`config.mk`:
```
export PLATFORM = sky130hd
export DESIGN_NAME = ir_pulse_distance_decoder
export DESIGN_NICKNAME = d
export VERILOG_FILES = /design/src/design/irpdd_pkg.sv /design/src/design/ir_pulse_distance_decoder.sv
export SDC_FILE = /design/constraint.sdc
export NUM_CORES = 1
export LEC_CHECK = 0
export BUFFER_PORTS_ARGS = -buffer_cell sky130_fd_sc_hd__buf_2
export CAP_MARGIN = 20
export CORE_UTILIZATION = 55
export CTS_CLUSTER_DIAMETER = 120
export CTS_CLUSTER_SIZE = 30
export DETAILED_ROUTE_END_ITERATION = 8
export HOLD_SLACK_MARGIN = 0.06
export PLACE_DENSITY_LB_ADDON = 0.25
export RECOVER_POWER = 50
export SLEW_MARGIN = 20
export SYNTH_ARGS = -nofsm -noshare
export SYNTH_HDL_FRONTEND = slang
export SYNTH_SLANG_ARGS = --single-unit
```
`constraint.sdc`:
```
create_clock -name clk -period 8.05 [get_ports clk]
set_input_delay 0.805 -clock clk [delete_from_list [all_inputs] [get_ports clk]]
set_output_delay 0.805 -clock clk [all_outputs]
set_load 0.005 [all_outputs]
```
`src/design/irpdd_pkg.sv`:
```
// Package for the IR pulse distance decoder: sizes, register indexes,
// phase type and small saturating arithmetic helpers. No dependencies.
package irpdd_pkg;

  localparam int MAX_BYTES = 16;
  localparam int BYTE_AW   = (MAX_BYTES > 1) ? $clog2(MAX_BYTES) : 1;
  localparam int CNT_W     = $clog2(MAX_BYTES + 1);
  localparam int TICK_W    = 16;
  localparam int CFG_IDX_W = 3;

  localparam logic [CFG_IDX_W-1:0] REG_DETECT = 3'd0;
  localparam logic [CFG_IDX_W-1:0] REG_ADJUST = 3'd1;
  localparam logic [CFG_IDX_W-1:0] REG_ONE_TH = 3'd2;
  localparam logic [CFG_IDX_W-1:0] REG_STOP   = 3'd3;
  localparam logic [CFG_IDX_W-1:0] REG_FORM   = 3'd4;

  localparam logic [TICK_W-1:0] DETECT_RST = 16'd3000;
  localparam logic [TICK_W-1:0] ADJUST_RST = 16'd100;
  localparam logic [TICK_W-1:0] ONE_TH_RST = 16'd1000;
  localparam logic [TICK_W-1:0] STOP_RST   = 16'd5000;
  localparam logic [TICK_W-1:0] FORM_RST   = 16'd6000;

  localparam logic [TICK_W-1:0] TICK_MAX = '1;

  typedef enum logic [1:0] {
    PH_HUNT,
    PH_LSPACE,
    PH_DMARK,
    PH_DSPACE
  } phase_t;

  function automatic logic [TICK_W-1:0] sat_add(input logic [TICK_W-1:0] a,
                                                input logic [TICK_W-1:0] b);
    logic [TICK_W:0] s;
    s = {1'b0, a} + {1'b0, b};
    return s[TICK_W] ? TICK_MAX : s[TICK_W-1:0];
  endfunction

  function automatic logic [TICK_W-1:0] clamp_sub(input logic [TICK_W-1:0] a,
                                                  input logic [TICK_W-1:0] b);
    return (a > b) ? (a - b) : '0;
  endfunction

  function automatic logic [TICK_W-1:0] midpoint(input logic [TICK_W-1:0] a,
                                                 input logic [TICK_W-1:0] b);
    logic [TICK_W:0] s;
    s = {1'b0, a} + {1'b0, b};
    return s[TICK_W:1];
  endfunction

endpackage

```
`src/design/ir_pulse_distance_decoder.sv`:
```
// IR pulse distance decoder top level: run-length measurement, bit slicing,
// byte memory and frame report sequencing. Depends on irpdd_pkg.
//
//  channel | handshake         | payload
//  --------+-------------------+------------------------------------------
//  in      | in_valid/in_stall | in_sensor_level
//  out     | out_valid/out_stall | byte, leader, count, averages, aeha, last
//  cfg     | cfg_wr_en         | cfg_index, cfg_wdata
//
// One sensor sample per cycle while decoding; counters advance per transfer.
// After a frame end, in_stall holds while the byte memory read port is primed
// and while the N result items (1..MAX_BYTES) are reported, out_stall included.
// Bytes live in a MAX_BYTES x 8 memory with a registered read port.
// Reset is synchronous, active low; the byte memory is not cleared.
module ir_pulse_distance_decoder (
  input  logic                               clk,
  input  logic                               rst_n,
  input  logic                               in_valid,
  output logic                               in_stall,
  input  logic                               in_sensor_level,
  output logic                               out_valid,
  input  logic                               out_stall,
  output logic [7:0]                         out_byte_value,
  output logic [3:0]                         out_byte_index,
  output logic                               out_byte_valid,
  output logic [irpdd_pkg::TICK_W-1:0]       out_leader_mark,
  output logic [irpdd_pkg::TICK_W-1:0]       out_leader_space,
  output logic [4:0]                         out_byte_count,
  output logic [irpdd_pkg::TICK_W-1:0]       out_mark_average,
  output logic [irpdd_pkg::TICK_W-1:0]       out_one_space_average,
  output logic [irpdd_pkg::TICK_W-1:0]       out_zero_space_average,
  output logic                               out_aeha_format,
  output logic                               out_last,
  input  logic                               cfg_wr_en,
  input  logic [irpdd_pkg::CFG_IDX_W-1:0]    cfg_index,
  input  logic [irpdd_pkg::TICK_W-1:0]       cfg_wdata
);
  import irpdd_pkg::*;

  logic [TICK_W-1:0] detect_r, adjust_r, one_th_r, stop_r, form_r;

  phase_t            phase_r, phase_nxt;
  logic [TICK_W-1:0] run_r, run_nxt;
  logic [TICK_W-1:0] lmark_r, lmark_nxt;
  logic [TICK_W-1:0] lspace_r, lspace_nxt;
  logic [CNT_W-1:0]  byte_ptr_r, byte_ptr_nxt;
  logic [2:0]        bit_ptr_r, bit_ptr_nxt;
  logic [7:0]        shift_r, shift_nxt;
  logic [TICK_W-1:0] mark_max_r, mark_max_nxt, mark_min_r, mark_min_nxt;
  logic [TICK_W-1:0] one_max_r, one_max_nxt, one_min_r, one_min_nxt;
  logic [TICK_W-1:0] zero_max_r, zero_max_nxt, zero_min_r, zero_min_nxt;

  logic              emit_r, emit_nxt;
  logic              primed_r, primed_nxt;
  logic [CNT_W-1:0]  k_r, k_nxt;
  logic [CNT_W-1:0]  n_r, n_nxt;

  logic [7:0]        mem [MAX_BYTES];
  logic [7:0]        mem_q;
  logic              mem_we;
  logic [CNT_W-1:0]  rd_sel;

  logic              in_fire, out_fire, is_space;
  logic [TICK_W-1:0] run_inc, run_sub, run_add, one_add, inc_add;
  logic              leader_ok, bit_val, byte_done;
  logic              end_dmark, end_stop, end_full, frame_end, last_item;
  logic [31:0]       k_ext, n_ext;

  assign in_stall = emit_r;
  assign in_fire  = in_valid && !in_stall;
  assign is_space = in_sensor_level;

  assign run_inc = (run_r == TICK_MAX) ? run_r : run_r + 16'd1;
  assign run_sub = clamp_sub(run_r, adjust_r);
  assign run_add = sat_add(run_r, adjust_r);
  assign one_add = sat_add(16'd1, adjust_r);
  assign inc_add = sat_add(run_inc, adjust_r);

  assign leader_ok = run_r >= detect_r;
  assign bit_val   = run_add > one_th_r;
  assign byte_done = (phase_r == PH_DSPACE) && !is_space && (bit_ptr_r == 3'd7);
  assign end_dmark = (phase_r == PH_DMARK) && is_space && (one_add > stop_r);
  assign end_stop  = (phase_r == PH_DSPACE) && is_space && (inc_add > stop_r);
  assign end_full  = byte_done && (byte_ptr_r == CNT_W'(MAX_BYTES - 1));
  assign frame_end = in_fire && (end_dmark || end_stop || end_full);

  // phase sequencing
  always_comb begin
    phase_nxt = phase_r;
    if (in_fire) begin
      unique case (phase_r)
        PH_HUNT:   if (is_space && leader_ok) phase_nxt = PH_LSPACE;
        PH_LSPACE: if (!is_space) phase_nxt = PH_DMARK;
        PH_DMARK:  if (is_space) phase_nxt = end_dmark ? PH_HUNT : PH_DSPACE;
        PH_DSPACE: begin
          if (is_space) phase_nxt = end_stop ? PH_HUNT : PH_DSPACE;
          else          phase_nxt = end_full ? PH_HUNT : PH_DMARK;
        end
        default:   phase_nxt = PH_HUNT;
      endcase
    end
  end

  // measurement datapath and report sequencing
  always_comb begin
    run_nxt      = run_r;
    lmark_nxt    = lmark_r;
    lspace_nxt   = lspace_r;
    byte_ptr_nxt = byte_ptr_r;
    bit_ptr_nxt  = bit_ptr_r;
    shift_nxt    = shift_r;
    mark_max_nxt = mark_max_r;
    mark_min_nxt = mark_min_r;
    one_max_nxt  = one_max_r;
    one_min_nxt  = one_min_r;
    zero_max_nxt = zero_max_r;
    zero_min_nxt = zero_min_r;
    mem_we       = 1'b0;
    emit_nxt     = emit_r;
    primed_nxt   = primed_r;
    k_nxt        = k_r;
    n_nxt        = n_r;

    if (in_fire) begin
      unique case (phase_r)
        PH_HUNT: begin
          if (!is_space)      run_nxt = run_inc;
          else if (leader_ok) begin
            lmark_nxt = run_sub;
            run_nxt   = 16'd1;
          end else            run_nxt = '0;
        end
        PH_LSPACE: begin
          if (is_space) run_nxt = run_inc;
          else begin
            lspace_nxt = run_add;
            run_nxt    = 16'd1;
          end
        end
        PH_DMARK: begin
          if (!is_space) run_nxt = run_inc;
          else begin
            if (run_sub > mark_max_r) mark_max_nxt = run_sub;
            if (run_sub < mark_min_r) mark_min_nxt = run_sub;
            run_nxt = end_dmark ? '0 : 16'd1;
          end
        end
        PH_DSPACE: begin
          if (is_space) run_nxt = end_stop ? '0 : run_inc;
          else begin
            shift_nxt   = {shift_r[6:0], bit_val};
            bit_ptr_nxt = bit_ptr_r + 3'd1;
            if (bit_val) begin
              if (run_add > one_max_r) one_max_nxt = run_add;
              if (run_add < one_min_r) one_min_nxt = run_add;
            end else begin
              if (run_add > zero_max_r) zero_max_nxt = run_add;
              if (run_add < zero_min_r) zero_min_nxt = run_add;
            end
            if (byte_done) begin
              mem_we       = 1'b1;
              byte_ptr_nxt = byte_ptr_r + 1'b1;
            end
            run_nxt = end_full ? '0 : 16'd1;
          end
        end
        default: run_nxt = '0;
      endcase
    end

    if (frame_end) begin
      byte_ptr_nxt = '0;
      bit_ptr_nxt  = '0;
      emit_nxt     = 1'b1;
      primed_nxt   = 1'b0;
      k_nxt        = '0;
      n_nxt        = end_full ? CNT_W'(MAX_BYTES) : byte_ptr_r;
    end

    if (emit_r && !primed_r) primed_nxt = 1'b1;

    if (out_fire) begin
      if (last_item) begin
        emit_nxt     = 1'b0;
        primed_nxt   = 1'b0;
        mark_max_nxt = '0;
        mark_min_nxt = TICK_MAX;
        one_max_nxt  = '0;
        one_min_nxt  = TICK_MAX;
        zero_max_nxt = '0;
        zero_min_nxt = TICK_MAX;
      end else begin
        k_nxt = k_r + 1'b1;
      end
    end
  end

  always_ff @(posedge clk) begin
    if (!rst_n) begin
      detect_r <= DETECT_RST;
      adjust_r <= ADJUST_RST;
      one_th_r <= ONE_TH_RST;
      stop_r   <= STOP_RST;
      form_r   <= FORM_RST;
    end else if (cfg_wr_en) begin
      unique case (cfg_index)
        REG_DETECT: detect_r <= cfg_wdata;
        REG_ADJUST: adjust_r <= cfg_wdata;
        REG_ONE_TH: one_th_r <= cfg_wdata;
        REG_STOP:   stop_r   <= cfg_wdata;
        REG_FORM:   form_r   <= cfg_wdata;
        default: ;
      endcase
    end
  end

  always_ff @(posedge clk) begin
    if (!rst_n) begin
      phase_r    <= PH_HUNT;
      run_r      <= '0;
      lmark_r    <= '0;
      lspace_r   <= '0;
      byte_ptr_r <= '0;
      bit_ptr_r  <= '0;
      mark_max_r <= '0;
      mark_min_r <= TICK_MAX;
      one_max_r  <= '0;
      one_min_r  <= TICK_MAX;
      zero_max_r <= '0;
      zero_min_r <= TICK_MAX;
      emit_r     <= 1'b0;
      primed_r   <= 1'b0;
      k_r        <= '0;
      n_r        <= '0;
    end else begin
      phase_r    <= phase_nxt;
      run_r      <= run_nxt;
      lmark_r    <= lmark_nxt;
      lspace_r   <= lspace_nxt;
      byte_ptr_r <= byte_ptr_nxt;
      bit_ptr_r  <= bit_ptr_nxt;
      mark_max_r <= mark_max_nxt;
      mark_min_r <= mark_min_nxt;
      one_max_r  <= one_max_nxt;
      one_min_r  <= one_min_nxt;
      zero_max_r <= zero_max_nxt;
      zero_min_r <= zero_min_nxt;
      emit_r     <= emit_nxt;
      primed_r   <= primed_nxt;
      k_r        <= k_nxt;
      n_r        <= n_nxt;
    end
  end

  always_ff @(posedge clk) begin
    shift_r <= shift_nxt;
  end

  // byte memory: one write port, one registered read port
  assign rd_sel = out_fire ? (k_r + 1'b1) : k_r;

  always_ff @(posedge clk) begin
    if (mem_we) mem[byte_ptr_r[BYTE_AW-1:0]] <= {shift_r[6:0], bit_val};
    mem_q <= mem[rd_sel[BYTE_AW-1:0]];
  end

  // report fields
  assign out_valid = emit_r && primed_r;
  assign out_fire  = out_valid && !out_stall;
  assign last_item = (n_r == '0) || (k_r == n_r - 1'b1);
  assign k_ext     = 32'(k_r);
  assign n_ext     = 32'(n_r);

  assign out_byte_value         = (n_r == '0) ? 8'd0 : mem_q;
  assign out_byte_index         = k_ext[3:0];
  assign out_byte_valid         = (n_r != '0);
  assign out_leader_mark        = lmark_r;
  assign out_leader_space       = lspace_r;
  assign out_byte_count         = n_ext[4:0];
  assign out_mark_average       = midpoint(mark_max_r, mark_min_r);
  assign out_one_space_average  = midpoint(one_max_r, one_min_r);
  assign out_zero_space_average = midpoint(zero_max_r, zero_min_r);
  assign out_aeha_format        = lmark_r < form_r;
  assign out_last               = last_item;

endmodule

```
==> results of run 1 <==
logic make-up (layout without fill, tap and decap cells):
group / Yosys count / after routing
AO/OA/AOI/OAI: 518 / 518
XOR/XNOR: 99 / 99
buffers and inverters: 328 / 402
AND/OR/NAND/NOR: 861 / 861
flip-flops: 389 / 389
multiplexers: 107 / 107
adder cells (fa/ha/maj): 282 / 282
cell type report:
| type | instances | area (sq um) |
|---|---|---|
| multi-input combinational | 1867 | 13500 |
| clock inverter | 5 | 96.3 |
| timing repair buffer | 146 | 689 |
| fill | 3628 | 16900 |
| sequential | 389 | 9140 |
| clock buffer | 23 | 448 |
| tap | 577 | 722 |
| inverter | 228 | 856 |
per-layer routing:
| layer | up-vias | track usage | wire (microns) |
|---|---|---|---|
| met3 | 114 | 0.0283 | 3910 |
| met1 | 9267 | 0.401 | 28600 |
| li1 | 9325 | - | - |
| met4 | 2 | 0.0959 | 2310 |
| met5 | - | 0 | 13 |
| met2 | 603 | 0.486 | 30200 |
power breakdown:
part / switching (mW) / leakage, nW / internal [mW]
Combinational: 0.139 / 7.59 / 0.0613
Clock: 0.634 / 0.262 / 0.472
Sequential: 0.00941 / 3.27 / 2.03
Total: 0.783 / 11.1 / 2.56
worst min-delay path by stage:
stage | slack (ps) | startpoint | end
2_1_floorplan | 440 | detect_r[10]$_SDFFE_PN0P_ | detect_r[10]$_SDFFE_PN0P_
3_3_place_gp | 440 | detect_r[6]$_SDFFE_PN0P_ | detect_r[6]$_SDFFE_PN0P_
3_5_place_dp | 450 | form_r[2]$_SDFFE_PN0P_ | form_r[2]$_SDFFE_PN0P_
4_1_cts | 460 | form_r[2]$_SDFFE_PN0P_ | form_r[2]$_SDFFE_PN0P_
5_1_grt | 490 | stop_r[2]$_SDFFE_PN0P_ | stop_r[2]$_SDFFE_PN0P_
6_report | 460 | form_r[2]$_SDFFE_PN0P_ | form_r[2]$_SDFFE_PN0P_
critical path, delay by kind of cell, from the launching register on:
family | cells | cell delay, ps
flops | 1 | 540
simple gates | 12 | 2980
compound gates | 11 | 2660
fa+ha+maj | 2 | 630
xor+xnor | 1 | 180
cell usage in the layout, fill, tap and decap left out, types with 7 or more instances in the layout:
cell | Yosys | routed
a211oi_1 | 12 | 11
mux2i_1 | 66 | 65
nor3_1 | 60 | 60
or2_2 | 8 | 8
nand2b_1 | 20 | 20
nand4_1 | 47 | 47
o21bai_1 | 8 | 8
clkbuf_1 | 77 | 63
xnor2_1 | 68 | 68
and2_1 | 11 | 8
a21o_1 | 53 | 53
a311oi_1 | 26 | 26
and3_1 | 25 | 25
o31ai_1 | 17 | 17
o21ai_0 | 69 | 71
dfxtp_1 | 254 | 254
nor2b_1 | 40 | 40
o311ai_0 | 10 | 10
or3_1 | 9 | 9
xor2_1 | 31 | 30
buf_4 | 5 | 12
mux4_2 | 40 | 40
inv_1 | 226 | 226
nor2_1 | 254 | 254
nand2_1 | 295 | 295
clkbuf_16 | 0 | 17
o211ai_1 | 42 | 42
edfxtp_1 | 135 | 135
buf_2 | 14 | 74
o21a_1 | 23 | 23
nor4_1 | 13 | 11
nand3_1 | 54 | 54
ha_1 | 276 | 276
a31oi_1 | 16 | 15
a21oi_1 | 164 | 163
a21boi_0 | 7 | 7
sequential cells by signal (all words and copies together) (netlist names):
register and flops:
k_r 5, adjust_r 16, stop_r 16, zero_min_r 16, one_th_r 16, mark_max_r 16
phase_r 2, zero_max_r 16, bit_ptr_r 3, shift_r 7, mem 128, mem_q 8
run_r 16, primed_r 1, one_min_r 16, byte_ptr_r 5, detect_r 16, out_leader_space 16
one_max_r 16, form_r 16, in_stall 1, out_byte_count 5, mark_min_r 16, out_leader_mark 16
stage by stage:
step / cell area (sq um) / hold WS, ps / instances
5_1_grt: 25400 / 486 / 3235
6_report: 25400 / 462 / 3235
3_5_place_dp: 25000 / 446 / 3207
4_1_cts: 25500 / 462 / 3235
3_3_place_gp: 25000 / 443 / 3207
2_1_floorplan: 23800 / 436 / 2584
==> results.toml, run 1 <==
[clock_tree]
postCtsSetupRepairBufs = 0
cts_tree = "done"
cts_hold_buf = 0
cts_buffers = 17
root_buffer = "clkbuf_16"
htree_levels = 1
path_clk_slew_ps = 130
cts.sinks = 389
cts_resized = 0
clk-insertion-delay-late_ps = 560
clockBufferDepth = 3

[critical_path]
rr_endpoint = "byte_ptr_r[4]$_SDFFE_PP0P_"
required_ps = 8500
slowest_delay_ps = 560
worst-setup-path-type = "reg2reg"
ff2ff_setup_slack_ps = 940
start_kind = "register"
end_kind = "register"
cp_max_fo = 14
rr_worst_depth = 26
critical_path_arrival_ps = 7560
cp-startpoint = "run_r[4]$_SDFFE_PN0P_"
r2r-start = "run_r[4]$_SDFFE_PN0P_"
endpoint = "byte_ptr_r[4]$_SDFFE_PP0P_"
cp_slowest_cell = "nor2_1"

[yosys]
synthMuxAreaShare = 0.0661
synth-simple-area-share = 0.165
syn_area_per_cell_sq_um = 9.21
synthAdderAreaFrac = 0.150
synth_common_cells = "nand2_1 (295), ha_1 (276), dfxtp_1 (254), nor2_1 (254), inv_1 (226)"
yosysMostFrequentCell = "nand2_1"
synth_top_family_by_area = "simple AND/OR/NAND/NOR gates"
yosysTopAreaCell = "dfxtp_1"
yosysWarnings = 0
synth_cells = 2584
syn_area_sq_um = 23800
synth_area_leaders = "dfxtp_1 (21%), edfxtp_1 (17%), ha_1 (15%)"
ys_ff_latch = 389
synth_cell_type_count = 74
synth-edff-count = 135
yosysSeqAreaShare = 0.384
synth_ff_type = "dfxtp_1"
synth_xor_xnor_area_share = 0.0364
async_flop_share = 0
synth.top_cell.area_share = 0.214
synth_compound_area_frac = 0.145
synth_nets = 2891

[sta]
relSlewSlack = -1.98
finalHoldViolCount = 0
rsz0062_at_grt = "no"
worst_slew_pin_slew_ps = 4460
tns_ps = 0
fmax_mhz = 141
slew_violations = 180
skew_ps = 39.1
setup_viol = 0
setup_ws_ps = 942
finalCritPeriodShare = 0.883
finalCriticalPeriod_ps = 7110

[final_layout]
syn2layout_area_growth_pct = 6.85
final_util = 0.601
insertedDiodeCount = 0
drive_above_1_share = 0.0692
nets = 2956

[die]
fp.coreArea_sq_um = 42300
dieArea_sq_um = 44100
rows = 75
initial_utilization = 0.563
top_level_ports = 127
die_y_microns = 210
fp.dieW_microns = 210

[placed_design]
port_buffers = 126
place_ws_ps = 1190
place_hpwl_mm = 49.6
place.gp.congestion = 0.966

[outcome]
status = "finished, violations left"
failed_checks = "max-capacitance violations, max-slew violations"

[flow_run]
maxCapViolCount = 3

[global_route]
grt_use_total = 0.292
grt_max_degree = 92
antenna_found_initial = 1
gr-total-overflow = 0
grt_pass1_vias = 18400
grt_pass1_wl_mm = 101

[route]
totalWireLength_mm = 65.1
drtIter0Drc = 1758
ant_nets = 0
firstDrtPassIters = 5
wl_per_cell_microns = 20.1
route.detailed.drc = 0
via_per_inst = 5.97
num_vias = 19300

[power]
power_mw = 3.35
vdd_ir_drop_max_v = 0.000140
power.leakage_nw = 11.1
cellPowerDensity_nw_per_um2 = 132

[min_path]
whs_path_depth = 2
hold_class = "reg2reg"
(Power assumes the default switching activity.)
==> inputs of run 2 (changes only) <==
--- a/config.mk
+++ b/config.mk
@@ -13,7 +13,6 @@
 export DETAILED_ROUTE_END_ITERATION = 8
 export HOLD_SLACK_MARGIN = 0.06
 export PLACE_DENSITY_LB_ADDON = 0.25
-export RECOVER_POWER = 50
 export SLEW_MARGIN = 20
 export SYNTH_ARGS = -nofsm -noshare
 export SYNTH_HDL_FRONTEND = slang
==> constraint.sdc (replaced) <==
create_clock -name clk -period 5.8 [get_ports clk]
set_input_delay 0.58 -clock clk [delete_from_list [all_inputs] [get_ports clk]]
set_output_delay 0.58 -clock clk [all_outputs]
set_load 0.005 [all_outputs]
==> results.toml, run 2 (same netlist as run 1, synthesis figures left out) <==
[outcome]
status = "finished clean"

[sta]
setup_ws_ps = 151
fmax_mhz = 177
finalHoldViolCount = 0
worst_slew_pin_slew_ps = 1110
setup_viol = 0
finalCriticalPeriod_ps = 5650
relSlewSlack = 0.261
hold_slack_ps = 328
slew_violations = 0
finalCritPeriodShare = 0.974
rsz0062_at_grt = "yes"
skew_ps = 27.8

[clock_tree]
clockBufferDepth = 3
cts_tree = "done"
cts_buffers = 16
cts_hold_buf = 0
htree_levels = 1
root_buffer = "clkbuf_16"
clk-insertion-delay-late_ps = 550
cts.sinks = 389
path_clk_slew_ps = 120

[placed_design]
port_buffers = 126
place.gp.congestion = 1.00
place_hpwl_mm = 51.6
place_ws_ps = -196

[critical_path]
slowest_delay_ps = 410
start_kind = "register"
cp_max_fo = 5
required_ps = 6280
cp-startpoint = "run_r[5]$_SDFFE_PN0P_"
end_kind = "register"
cp_slowest_cell = "fa_1"
critical_path_arrival_ps = 6130
r2r-start = "run_r[5]$_SDFFE_PN0P_"
worst-setup-path-type = "reg2reg"

[power]
cellPowerDensity_nw_per_um2 = 173
power.leakage_nw = 11.7
vdd_ir_drop_max_v = 0.000217

[final_layout]
final_common_cell = "nand2_1"
final.fill_count = 3591
syn2layout_area_growth_pct = 10.2
multi_input_area_sq_um = 13600
nets = 3041
final-seq-area_sq_um = 9140
final_cell_mix = "nand2_1 (294), ha_1 (275), dfxtp_1 (254)"
drive_above_1_share = 0.127
insertedDiodeCount = 0
largest_reg_flops = 128

[min_path]
hold_class = "in2reg"
hp-start = "cfg_wdata[15]"

[die]
die_y_microns = 210
top_level_ports = 127
rows = 75
fp.coreArea_sq_um = 42300
dieArea_sq_um = 44100
fp.dieW_microns = 210
initial_utilization = 0.563

[flow_run]
maxCapViolCount = 0

[route]
via_per_inst = 5.99
firstDrtPassIters = 5
wl_per_cell_microns = 20.3
drtIter0Drc = 1616
totalWireLength_mm = 67.3
route.detailed.drc = 0
num_vias = 19900
ant_nets = 0

[global_route]
grt_use_total = 0.299
grt_pass1_vias = 18700
grt_max_degree = 55
grt_pass1_wl_mm = 103
antenna_found_initial = 0
gr-total-overflow = 0
-- run 2: cell types whose count changed in the layout (fill, tap and decap cells not counted), moves of 4 or more --
cell	delta
buf_4	+89
clkbuf_1	-55
buf_2	+52
a21oi_2	+4
o21ai_0	-4
-- run 2: routing by layer --
| layer | wire [microns] | global-route usage | vias to the layer above |
|---|---|---|---|
| met5 | 0 | 0 | - |
| met4 | 2270 | 0.102 | 0 |
| met3 | 4600 | 0.0372 | 132 |
| met2 | 30900 | 0.490 | 690 |
| met1 | 29500 | 0.409 | 9570 |
| li1 | - | - | 9495 |
-- run 2: through the flow --
| step | TNS, ps | cell area [sq um] | utilization | power (mW) | std cells |
|---|---|---|---|---|---|
| after floorplan | 0 | 23800 | - | 3.06 | 2584 |
| after global placement | 0 | 25600 | 0.605 | 3.18 | 3289 |
| after detailed placement | -1460 | 25600 | 0.605 | 3.19 | 3289 |
| after CTS | 0 | 26100 | 0.617 | 4.56 | 3315 |
| after global routing | -981 | 26200 | 0.620 | 4.67 | 3318 |
| final | 0 | 26200 | 0.620 | 4.54 | 3318 |
-- run 2: worst paths after layout --
kind / cells past startpoint / slack, ps / end
worst min-delay path: 3 / 330 / detect_r[15]$_SDFFE_PN0P_
worst max register to register: 28 / 150 / byte_ptr_r[3]$_SDFFE_PP0P_
worst min register to register: 2 / 460 / form_r[15]$_SDFFE_PN0P_
worst max-delay path: 28 / 150 / byte_ptr_r[3]$_SDFFE_PP0P_
-- run 2: power breakdown --
part | switching [mW] | internal [mW] | total, mW
Sequential | 0.00761 | 2.82 | 2.83
Clock | 0.848 | 0.553 | 1.40
Combinational | 0.211 | 0.103 | 0.314
-- run 2: cell type report --
type,instances,share of cell area
Sequential cell,389,0.348
Timing Repair Buffer,232,0.0561
Multi-Input combinational cell,1867,0.518
Inverter,228,0.0326
Tap cell,577,0.0275
Clock buffer,25,0.0174
-- run 2: worst max-delay path: cells and delay by family, from the launching register on --
kind | cells | cell delay, ps
AND/OR/NAND/NOR | 15 | 2760
flip-flops | 1 | 360
adder cells (fa/ha/maj) | 3 | 910
XOR/XNOR | 1 | 220
buffers and inverters | 2 | 230
AO/OA/AOI/OAI | 7 | 1070
-- run 2: timing repair --
action                                  in CTS  in global routing
setup buffers                                1                  3
endpoints found under the setup margin      18                 75
endpoints found under the hold margin        0                  0
pin swaps                                    2                 13
gates resized for setup                     10                 24
